===== src/asa_pkg.sv =====
// shared types, constants and helpers for the adc scan averager
package asa_pkg;

  // configuration register indexes
  typedef enum logic [1:0] {
    CFG_CHANNEL_COUNT = 2'd0,
    CFG_MUX_LIST      = 2'd1,
    CFG_AVG_LOG2      = 2'd2
  } cfg_idx_t;

  // item kinds
  typedef enum logic {
    MODE_CONV = 1'b0,
    MODE_READ = 1'b1
  } mode_t;

  localparam int unsigned SAMPLE_W   = 10;
  localparam int unsigned MUX_W      = 5;
  localparam int unsigned MUX_LIST_W = 40;
  localparam int unsigned CH_CNT_W   = 4;
  localparam int unsigned AVG_W      = 3;
  localparam int unsigned SLOT_W     = 3;
  localparam int unsigned ACC_W      = 16;
  localparam int unsigned CNT_W      = 7;
  localparam int unsigned CFG_DATA_W = 40;
  localparam int unsigned CH_CMP_W   = 6;

  localparam logic [AVG_W-1:0]      AVG_LOG2_MAX     = 3'd6;
  localparam logic [CH_CNT_W-1:0]   CH_CNT_RESET     = 4'd1;
  localparam logic [AVG_W-1:0]      AVG_LOG2_RESET   = 3'd2;
  localparam logic [MUX_W-1:0]      MUX_FIELD_MASK   = 5'd31;

  // what one accepted word leaves behind in the scan logic
  typedef struct packed {
    logic                stored_flag;
    logic [SLOT_W-1:0]   stored_slot;
    logic [SAMPLE_W-1:0] stored_value;
    logic [MUX_W-1:0]    mux_code;
  } scan_rpt_t;

  // mux code of one of the eight packed slots
  function automatic logic [MUX_W-1:0] mux_pick(input logic [MUX_LIST_W-1:0] list,
                                                input logic [2:0] idx);
    logic [5:0] lsb;
    lsb = 6'(idx) * 6'd5;
    return list[lsb +: MUX_W] & MUX_FIELD_MASK;
  endfunction

endpackage


===== src/adc_scan_averager_unit.sv =====
// top level of the adc scan averager: config registers, average store and output pipeline
//
// The unit walks a list of converter mux codes round robin. Every conversion word adds its
// sample to an accumulator; after 2^k samples (k is avg_log2, capped at 6) the sum shifted
// right by k is stored as the current slot's average, the accumulator clears and the scan
// moves to the next slot (wrapping after channel_count slots). A read word returns a slot's
// stored average. Every accepted word gives exactly one result word, which also carries the
// mux code of the slot to be sampled next. The unit takes one word per clock while the
// output side is ready; a stalled output register holds stage 1 and so stops the input.
// An accepted word passes through stage 1 and the output register. The averages sit in a
// small ram with a registered read; a per-slot valid bit, cleared by reset, makes
// never-written slots read as zero, so no clearing pass is needed. An average written by one
// word is visible to a read word accepted on the very next cycle. Configuration registers
// are written with cfg_wr_en and take effect at once; write them only while the unit is idle.
module adc_scan_averager_unit #(
  parameter int unsigned SLOTS = 8
) (
  input  logic                               clk,
  input  logic                               rst_n,
  // configuration
  input  logic                               cfg_wr_en,
  input  logic [1:0]                         cfg_index,
  input  logic [asa_pkg::CFG_DATA_W-1:0]     cfg_wdata,
  // input words
  input  logic                               in_valid,
  output logic                               in_ready,
  input  logic                               in_mode,
  input  logic [asa_pkg::SAMPLE_W-1:0]       in_sample,
  input  logic [asa_pkg::SLOT_W-1:0]         in_slot,
  // result words
  output logic                               out_valid,
  input  logic                               out_ready,
  output logic [asa_pkg::SAMPLE_W-1:0]       out_read_value,
  output logic [asa_pkg::MUX_W-1:0]          out_mux_code,
  output logic                               out_stored_flag,
  output logic [asa_pkg::SLOT_W-1:0]         out_stored_slot,
  output logic [asa_pkg::SAMPLE_W-1:0]       out_stored_value
);

  localparam int unsigned SW = (SLOTS > 1) ? $clog2(SLOTS) : 1;
  localparam int unsigned XW = (SW > asa_pkg::SLOT_W) ? SW : asa_pkg::SLOT_W;

  // configuration registers
  logic [asa_pkg::CH_CNT_W-1:0]   ch_cnt_r;
  logic [asa_pkg::MUX_LIST_W-1:0] mux_list_r;
  logic [asa_pkg::AVG_W-1:0]      avg_log2_r;

  always_ff @(posedge clk) begin
    if (!rst_n) begin
      ch_cnt_r   <= asa_pkg::CH_CNT_RESET;
      mux_list_r <= '0;
      avg_log2_r <= asa_pkg::AVG_LOG2_RESET;
    end else if (cfg_wr_en) begin
      case (asa_pkg::cfg_idx_t'(cfg_index))
        asa_pkg::CFG_CHANNEL_COUNT: ch_cnt_r   <= cfg_wdata[asa_pkg::CH_CNT_W-1:0];
        asa_pkg::CFG_MUX_LIST:      mux_list_r <= cfg_wdata[asa_pkg::MUX_LIST_W-1:0];
        asa_pkg::CFG_AVG_LOG2:      avg_log2_r <= cfg_wdata[asa_pkg::AVG_W-1:0];
        default: ;  // unused index, write dropped
      endcase
    end
  end

  // handshake and pipeline control
  logic accept, conv_go, rd_go;
  logic s1_v_r, s1_move;
  logic out_v_r;

  assign s1_move  = s1_v_r && (!out_v_r || out_ready);
  assign in_ready = !s1_v_r || s1_move;
  assign accept   = in_valid && in_ready;
  assign conv_go  = accept && (asa_pkg::mode_t'(in_mode) == asa_pkg::MODE_CONV);
  assign rd_go    = accept && (asa_pkg::mode_t'(in_mode) == asa_pkg::MODE_READ);

  // scan state: accumulate, count, store, advance
  asa_pkg::scan_rpt_t           rpt;
  logic                         wr_en;
  logic [SW-1:0]                wr_addr;
  logic [asa_pkg::SAMPLE_W-1:0] wr_data;

  asa_scan #(
    .SLOTS(SLOTS)
  ) u_scan (
    .clk           (clk),
    .rst_n         (rst_n),
    .step          (conv_go),
    .sample        (in_sample),
    .channel_count (ch_cnt_r),
    .mux_list      (mux_list_r),
    .avg_log2      (avg_log2_r),
    .rpt           (rpt),
    .wr_en         (wr_en),
    .wr_addr       (wr_addr),
    .wr_data       (wr_data)
  );

  // average store; read issued at accept, data registered by the ram in the following cycle
  logic [SW-1:0]                rd_addr;
  logic [asa_pkg::SAMPLE_W-1:0] rd_data;
  logic [XW:0]                  slot_x;
  logic                         slot_ok;
  logic [SLOTS-1:0]             valid_r;
  logic                         rd_hit;

  // one spare bit so the slot count itself fits in the compare
  assign slot_x  = (XW+1)'(in_slot);
  assign slot_ok = slot_x < (XW+1)'(SLOTS);
  assign rd_addr = SW'(in_slot);
  // never-written or out-of-range slots read as zero
  assign rd_hit  = rd_go && slot_ok && valid_r[rd_addr];

  asa_ram #(
    .WIDTH(asa_pkg::SAMPLE_W),
    .DEPTH(SLOTS)
  ) u_avg_ram (
    .clk     (clk),
    .wr_en   (wr_en),
    .wr_addr (wr_addr),
    .wr_data (wr_data),
    .rd_en   (rd_go),
    .rd_addr (rd_addr),
    .rd_data (rd_data)
  );

  always_ff @(posedge clk) begin
    if (!rst_n) begin
      valid_r <= '0;
    end else if (wr_en) begin
      valid_r[wr_addr] <= 1'b1;
    end
  end

  // stage 1: word accepted, ram read in flight
  asa_pkg::scan_rpt_t s1_rpt_r;
  logic               s1_hit_r;

  always_ff @(posedge clk) begin
    if (!rst_n) begin
      s1_v_r <= 1'b0;
    end else if (accept) begin
      s1_v_r <= 1'b1;
    end else if (s1_move) begin
      s1_v_r <= 1'b0;
    end
  end

  always_ff @(posedge clk) begin
    if (accept) begin
      s1_rpt_r <= rpt;
      s1_hit_r <= rd_hit;
    end
  end

  // output register; ram data holds while stage 1 waits since no new read is issued
  asa_pkg::scan_rpt_t           out_rpt_r;
  logic [asa_pkg::SAMPLE_W-1:0] out_rd_r;

  always_ff @(posedge clk) begin
    if (!rst_n) begin
      out_v_r <= 1'b0;
    end else if (s1_move) begin
      out_v_r <= 1'b1;
    end else if (out_ready) begin
      out_v_r <= 1'b0;
    end
  end

  always_ff @(posedge clk) begin
    if (s1_move) begin
      out_rpt_r <= s1_rpt_r;
      out_rd_r  <= s1_hit_r ? rd_data : '0;
    end
  end

  assign out_valid        = out_v_r;
  assign out_read_value   = out_rd_r;
  assign out_mux_code     = out_rpt_r.mux_code;
  assign out_stored_flag  = out_rpt_r.stored_flag;
  assign out_stored_slot  = out_rpt_r.stored_slot;
  assign out_stored_value = out_rpt_r.stored_value;

  // a stored average marks its slot valid for the following reads
  a_store_marks_valid: assert property (@(posedge clk) disable iff (!rst_n)
    wr_en |=> valid_r[$past(wr_addr)])
    else $error("stored slot not marked valid");

  // stage 1 only blocks input when the output register is full and stalled
  a_stall_cause: assert property (@(posedge clk) disable iff (!rst_n)
    !in_ready |-> (s1_v_r && out_v_r && !out_ready))
    else $error("input stalled without a full pipeline");

  // a result that stores an average never carries a read value
  a_flag_no_read: assert property (@(posedge clk) disable iff (!rst_n)
    (out_v_r && out_stored_flag) |-> (out_read_value == '0))
    else $error("stored word carries a read value");

  // only conversion words write the store
  a_write_on_conv: assert property (@(posedge clk) disable iff (!rst_n)
    wr_en |-> conv_go)
    else $error("store written without a conversion word");

endmodule


===== src/asa_ram.sv =====
// generic single-write, single-read ram with registered read data
module asa_ram #(
  parameter int unsigned WIDTH = 10,
  parameter int unsigned DEPTH = 8
) (
  input  logic                                    clk,
  input  logic                                    wr_en,
  input  logic [((DEPTH > 1) ? $clog2(DEPTH) : 1)-1:0] wr_addr,
  input  logic [WIDTH-1:0]                        wr_data,
  input  logic                                    rd_en,
  input  logic [((DEPTH > 1) ? $clog2(DEPTH) : 1)-1:0] rd_addr,
  output logic [WIDTH-1:0]                        rd_data
);

  logic [WIDTH-1:0] mem [DEPTH];

  always_ff @(posedge clk) begin
    if (wr_en) begin
      mem[wr_addr] <= wr_data;
    end
    if (rd_en) begin
      rd_data <= mem[rd_addr];
    end
  end

endmodule


===== src/asa_scan.sv =====
// accumulator, sample counter and scan slot walker
module asa_scan #(
  parameter int unsigned SLOTS = 8
) (
  input  logic                                     clk,
  input  logic                                     rst_n,
  input  logic                                     step,
  input  logic [asa_pkg::SAMPLE_W-1:0]             sample,
  input  logic [asa_pkg::CH_CNT_W-1:0]             channel_count,
  input  logic [asa_pkg::MUX_LIST_W-1:0]           mux_list,
  input  logic [asa_pkg::AVG_W-1:0]                avg_log2,
  output asa_pkg::scan_rpt_t                       rpt,
  output logic                                     wr_en,
  output logic [((SLOTS > 1) ? $clog2(SLOTS) : 1)-1:0] wr_addr,
  output logic [asa_pkg::SAMPLE_W-1:0]             wr_data
);

  localparam int unsigned SW = (SLOTS > 1) ? $clog2(SLOTS) : 1;
  localparam int unsigned XW = (SW > 3) ? SW : 3;

  logic [asa_pkg::ACC_W-1:0]    acc_r, acc_nxt, acc_sum;
  logic [asa_pkg::CNT_W-1:0]    cnt_r, cnt_nxt, cnt_inc, thresh;
  logic [SW-1:0]                slot_r, slot_nxt;
  logic [asa_pkg::AVG_W-1:0]    k_eff;
  logic [asa_pkg::CH_CMP_W-1:0] ch_x, ch_eff, slot_inc;
  logic [asa_pkg::SAMPLE_W-1:0] avg;
  logic                         done;
  logic [XW-1:0]                mux_slot;

  always_comb begin
    k_eff   = (avg_log2 > asa_pkg::AVG_LOG2_MAX) ? asa_pkg::AVG_LOG2_MAX : avg_log2;
    acc_sum = acc_r + asa_pkg::ACC_W'(sample);
    cnt_inc = cnt_r + asa_pkg::CNT_W'(1);
    thresh  = asa_pkg::CNT_W'(1) << k_eff;
    done    = cnt_inc >= thresh;
    avg     = asa_pkg::SAMPLE_W'(acc_sum >> k_eff);

    // effective channel count, one to SLOTS
    ch_x = asa_pkg::CH_CMP_W'(channel_count);
    if (ch_x == '0) begin
      ch_eff = asa_pkg::CH_CMP_W'(1);
    end else if (ch_x > asa_pkg::CH_CMP_W'(SLOTS)) begin
      ch_eff = asa_pkg::CH_CMP_W'(SLOTS);
    end else begin
      ch_eff = ch_x;
    end
    slot_inc = asa_pkg::CH_CMP_W'(slot_r) + asa_pkg::CH_CMP_W'(1);

    acc_nxt  = acc_r;
    cnt_nxt  = cnt_r;
    slot_nxt = slot_r;
    if (step) begin
      if (done) begin
        acc_nxt  = '0;
        cnt_nxt  = '0;
        slot_nxt = (slot_inc >= ch_eff) ? '0 : SW'(slot_inc);
      end else begin
        acc_nxt = acc_sum;
        cnt_nxt = cnt_inc;
      end
    end

    wr_en   = step && done;
    wr_addr = slot_r;
    wr_data = avg;

    // slots past the packed list have mux code zero
    mux_slot = XW'(slot_nxt);
    rpt.stored_flag  = step && done;
    rpt.stored_slot  = (step && done) ? asa_pkg::SLOT_W'(slot_r) : '0;
    rpt.stored_value = (step && done) ? avg : '0;
    rpt.mux_code     = ((mux_slot >> 3) == '0) ? asa_pkg::mux_pick(mux_list, mux_slot[2:0])
                                                : '0;
  end

  always_ff @(posedge clk) begin
    if (!rst_n) begin
      acc_r  <= '0;
      cnt_r  <= '0;
      slot_r <= '0;
    end else begin
      acc_r  <= acc_nxt;
      cnt_r  <= cnt_nxt;
      slot_r <= slot_nxt;
    end
  end

endmodule

===== config.mk =====
export PLATFORM = sky130hd
export DESIGN_NAME = adc_scan_averager_unit
export DESIGN_NICKNAME = d
export VERILOG_FILES = /design/src/asa_pkg.sv /design/src/adc_scan_averager_unit.sv /design/src/asa_ram.sv /design/src/asa_scan.sv
export SDC_FILE = /design/constraint.sdc
export NUM_CORES = 1
export LEC_CHECK = 0
export ABC_AREA = 1
export BUFFER_PORTS_ARGS = -buffer_cell sky130_fd_sc_hd__clkbuf_2
export CAP_MARGIN = 40
export CORE_AREA = 3 3 170 172
export CTS_BUF_LIST = sky130_fd_sc_hd__clkbuf_8 sky130_fd_sc_hd__clkbuf_16
export CTS_CLUSTER_SIZE = 16
export DETAILED_ROUTE_END_ITERATION = 10
export DIE_AREA = 0 0 173 175
export SLEW_MARGIN = 20
export SYNTH_ARGS = -nofsm -noshare
export SYNTH_HDL_FRONTEND = slang
export SYNTH_HIERARCHICAL = 1
export SYNTH_SLANG_ARGS = --single-unit

===== constraint.sdc =====
create_clock -name clk -period 3.1 [get_ports clk]
set_input_delay 0.31 -clock clk [delete_from_list [all_inputs] [get_ports clk]]
set_output_delay 0.31 -clock clk [all_outputs]
set_load 0.1 [all_outputs]

==> summary.txt <==
Placement
  – # port buffers: between 90 and 100
  – HPWL after DPL: 18.2 mm
  – Setup WS pre-CTS: between 15 and 20 ps
  – Gp weighted congestion: 0.849

Power
  – Max VDD drop: 0.000401 V
  – Cell area power density: 560 nW/um2
  – Leak pwr: 0.00588 uW
  – Final Power: 7160 uW

Global route
  – Largest net degree at the start of global routing: 50
  – Initial antenna violation count: 0
  – Total gr overflow: 0
  – First-pass GRT wire length: 40.9 mm
  – Aggregate global-route resource usage: 16.3%
  – Number of global-route vias before repair: 7,981

Timing
  – Max Clock Freq: 347 MHz
  – Worst setup margin: 214 ps
  – Slew headroom: approximately 46%
  – Setup TNS: 0 ps
  – Clock Skews: 19.0 ps
  – Final setup vio count: 0
  – Period minus WS final: 2890 ps
  – Hold Fails Final Rpt: 0
  – Hold WS: 18.9 ps
  – Final max-slew violation count: 0
  – Slew @ Worst Pin: 803 ps
  – Final period util: 93.1%

Synthesis
  – Synth Register Bits: 222
  – Leading area contributor after synthesis: edfxtp_1
  – Mapped Avg Cell Area: 8.19 um2
  – Main area contributors after synthesis: edfxtp_1 38%, dfxtp_1 15%, nand2_1 12%, inv_1 7.2%, nand3_1 7.2%
  – Yosys warns: 6
  – Syn Std Cell Area: 10,900 um2
  – Yosys top cell area share: a little under two fifths
  – Mapped Cells: 1,336
  – Post-synthesis cell type count: 39
  – Post-synth net total: 1,421
  – Seq/Total Area, Yosys: 53.4%

Critical path
  – Setup crit start kind: flop
  – Top fanout value on the critical path: 15
  – Element type at the critical path end: flop
  – Critical Path Slowest Stage Cell: dfxtp_2
  – Worst path cell trace: ha_1 > nand3_1 > nand3b_1 > xnor2_2 > ha_1 > nand2_2 > nor2_2 > nand3b_1 > nand3_4 > nand2_4 > inv_4 > nand2_1 > nor2_1 > buf_6
  – Max stage delay on crit path: 360 ps
  – WS Path Type: flop to flop
  – Worst EP arrival: 3120 ps
  – WP buf/inv: 2
  – Worst path top cell family by delay: simple AND/OR/NAND/NOR gates
  – Critical path required time: 3340 ps

Clock tree
  – Clock transition at path regs: 60 ps
  – Htree depth: 1
  – Root Buffer Master: clkbuf_16
  – Inserted Clock Buffers: 25
  – Clk_lat worst skew: 530 ps
  – CTS Sinks: between 200 and 250
  – CTS tree: built
  – Max clock buf depth: 3

Route
  – Final wirelength: about 25 mm
  – DRT iter0 DRCs: a little under 500
  – First-pass DRT Iterations: 6
  – Vias per inst: 4.63
  – Vias: 8,514
  – Avg WL per Cell: 13.6 um
  – Antenna-violating nets left: 0
  – Remaining DRCs: 0

Final layout
  – FILL cells: 2,762
  – Final Util: 46.2%
  – Antenna Cells: 0
  – Most frequent cells in the layout: 353 x nand2_1, 216 x inv_1, 158 x nand3_1
  – Commonest non-fill, non-tap cell in the layout: nand2_1
  – Register area: 5840 um2
  – Share of cells above drive strength 1: 13.2%
  – Nets@finish: 1,525
  – Multi-input combinational cell area: 4000 um2
  – Synth-to-layout area growth: 16.8%

Hold path
  – Min-delay worst type: primary input to flop

Floorplanning
  – Initial Util: approximately two fifths
  – CORE AREA: 27,600 um2
  – Die height: 175 um
  – Rows: 61
  – Ports: between 90 and 100
  – Area of the die: 30,300 um2
  – Die X-Extent: 173 um

Flow run
  – Max Cap Viol: 0

Run status
  – Outcome: complete, no violations
## per-stage QoR
stage / cell area [um2] / std cells
finish: 12800 / 1837
global route: 12800 / 1837
CTS: 12700 / 1836
detailed placement: 11800 / 1782
global placement: 11700 / 1779
floorplan: 10900 / 1336
## final timing paths
| kind | start | to | slack, ps | cells past startpoint |
|---|---|---|---|---|
| worst min register to register | s1_rpt_r[13] | out_stored_value[8] | 420 | 0 |
| worst max register to register | u_scan/cnt_r[0] | u_avg_ram/mem[2][7] | 210 | 14 |
| worst max-delay path | u_scan/cnt_r[0] | u_avg_ram/mem[2][7] | 210 | 14 |
| worst min-delay path | cfg_wdata[28] | mux_list_r[28] | 20 | 3 |
## worst reg2reg max path, stage by stage, from the launching register on
cell and delay (ps):
dfxtp_2 360, ha_1 200, nand3_1 130, nand3b_1 220, xnor2_2 160, ha_1 320, nand2_2 60, nor2_2 110
nand3b_1 130, nand3_4 160, nand2_4 140, inv_4 120, nand2_1 140, nor2_1 160, buf_6 170
## layout make-up
cell class | count | area share (%)
sequential | 222 | 45.7
multi-input combinational | 842 | 31.3
clock inverter | 19 | 1.26
tap | 378 | 3.70
timing repair buffer | 129 | 6.35
inverter | 220 | 6.52
clock buffer | 27 | 5.11
## where the power goes
group,total (uW),internal (uW),leakage [uW],switching (uW)
clock network,2880,1690,0.000416,1180
registers,3350,3300,0.00198,44.9
logic,931,252,0.00349,679
## metal layers
metal | wire length (um) | global-route usage [%]
met2 | 11800 | 27.4
met5 | 0 | 0
met4 | 553 | 4.70
met1 | 11600 | 22.0
met3 | 1080 | 2.43
## cell families (layout without fill, tap and decap cells)
kind of cell             after synthesis  in the layout  share of synthesized area [%]
flip-flops                           222            222                           53.4
AO/OA/AOI/OAI                        100            100                           4.89
AND/OR/NAND/NOR                      708            708                           27.4
XOR/XNOR                              10             10                          0.801
buffers and inverters                272            395                           10.7
adder cells (fa/ha/maj)               24             24                           2.81
## state kept, by name, summed over array words and instances, names as in the netlist, 3 cells and up
signal	flops
u_avg_ram/mem	80
out_mux_code	5
u_scan/wr_addr	3
valid_r	8
out_stored_value	10
s1_rpt_r	19
avg_log2_r	3
u_scan/acc_r	16
u_avg_ram/rd_data	10
u_scan/cnt_r	7
out_read_value	10
out_stored_slot	3
mux_list_r	40
ch_cnt_r	4
## synth_stat cells, drive strengths merged
cell type,number
ha,23
buf,37
o21a,1
nand4,6
a21oi,40
nand2,370
o21ai,53
nor2,152
clkinv,3
a2bb2oi,1
xor2,5
edfxtp,139
fa,1
o211ai,3
clkbuf,15
and2,2
a21boi,1
xnor2,5
nand3,163
nand3b,9
inv,217
or2,2
nor3,4
a211oi,1
dfxtp,83
## repair_timing
| item | 4_1_cts | 5_1_grt |
|---|---|---|
| hold buffers | 8 | 0 |
| endpoints found under the setup margin | 0 | 88 |
| resized for setup | 0 | 16 |
| setup buffers | 0 | 1 |
| hold endpoints to repair | 8 | 0 |
No activity file was read; power rests on OpenSTA's default activity.
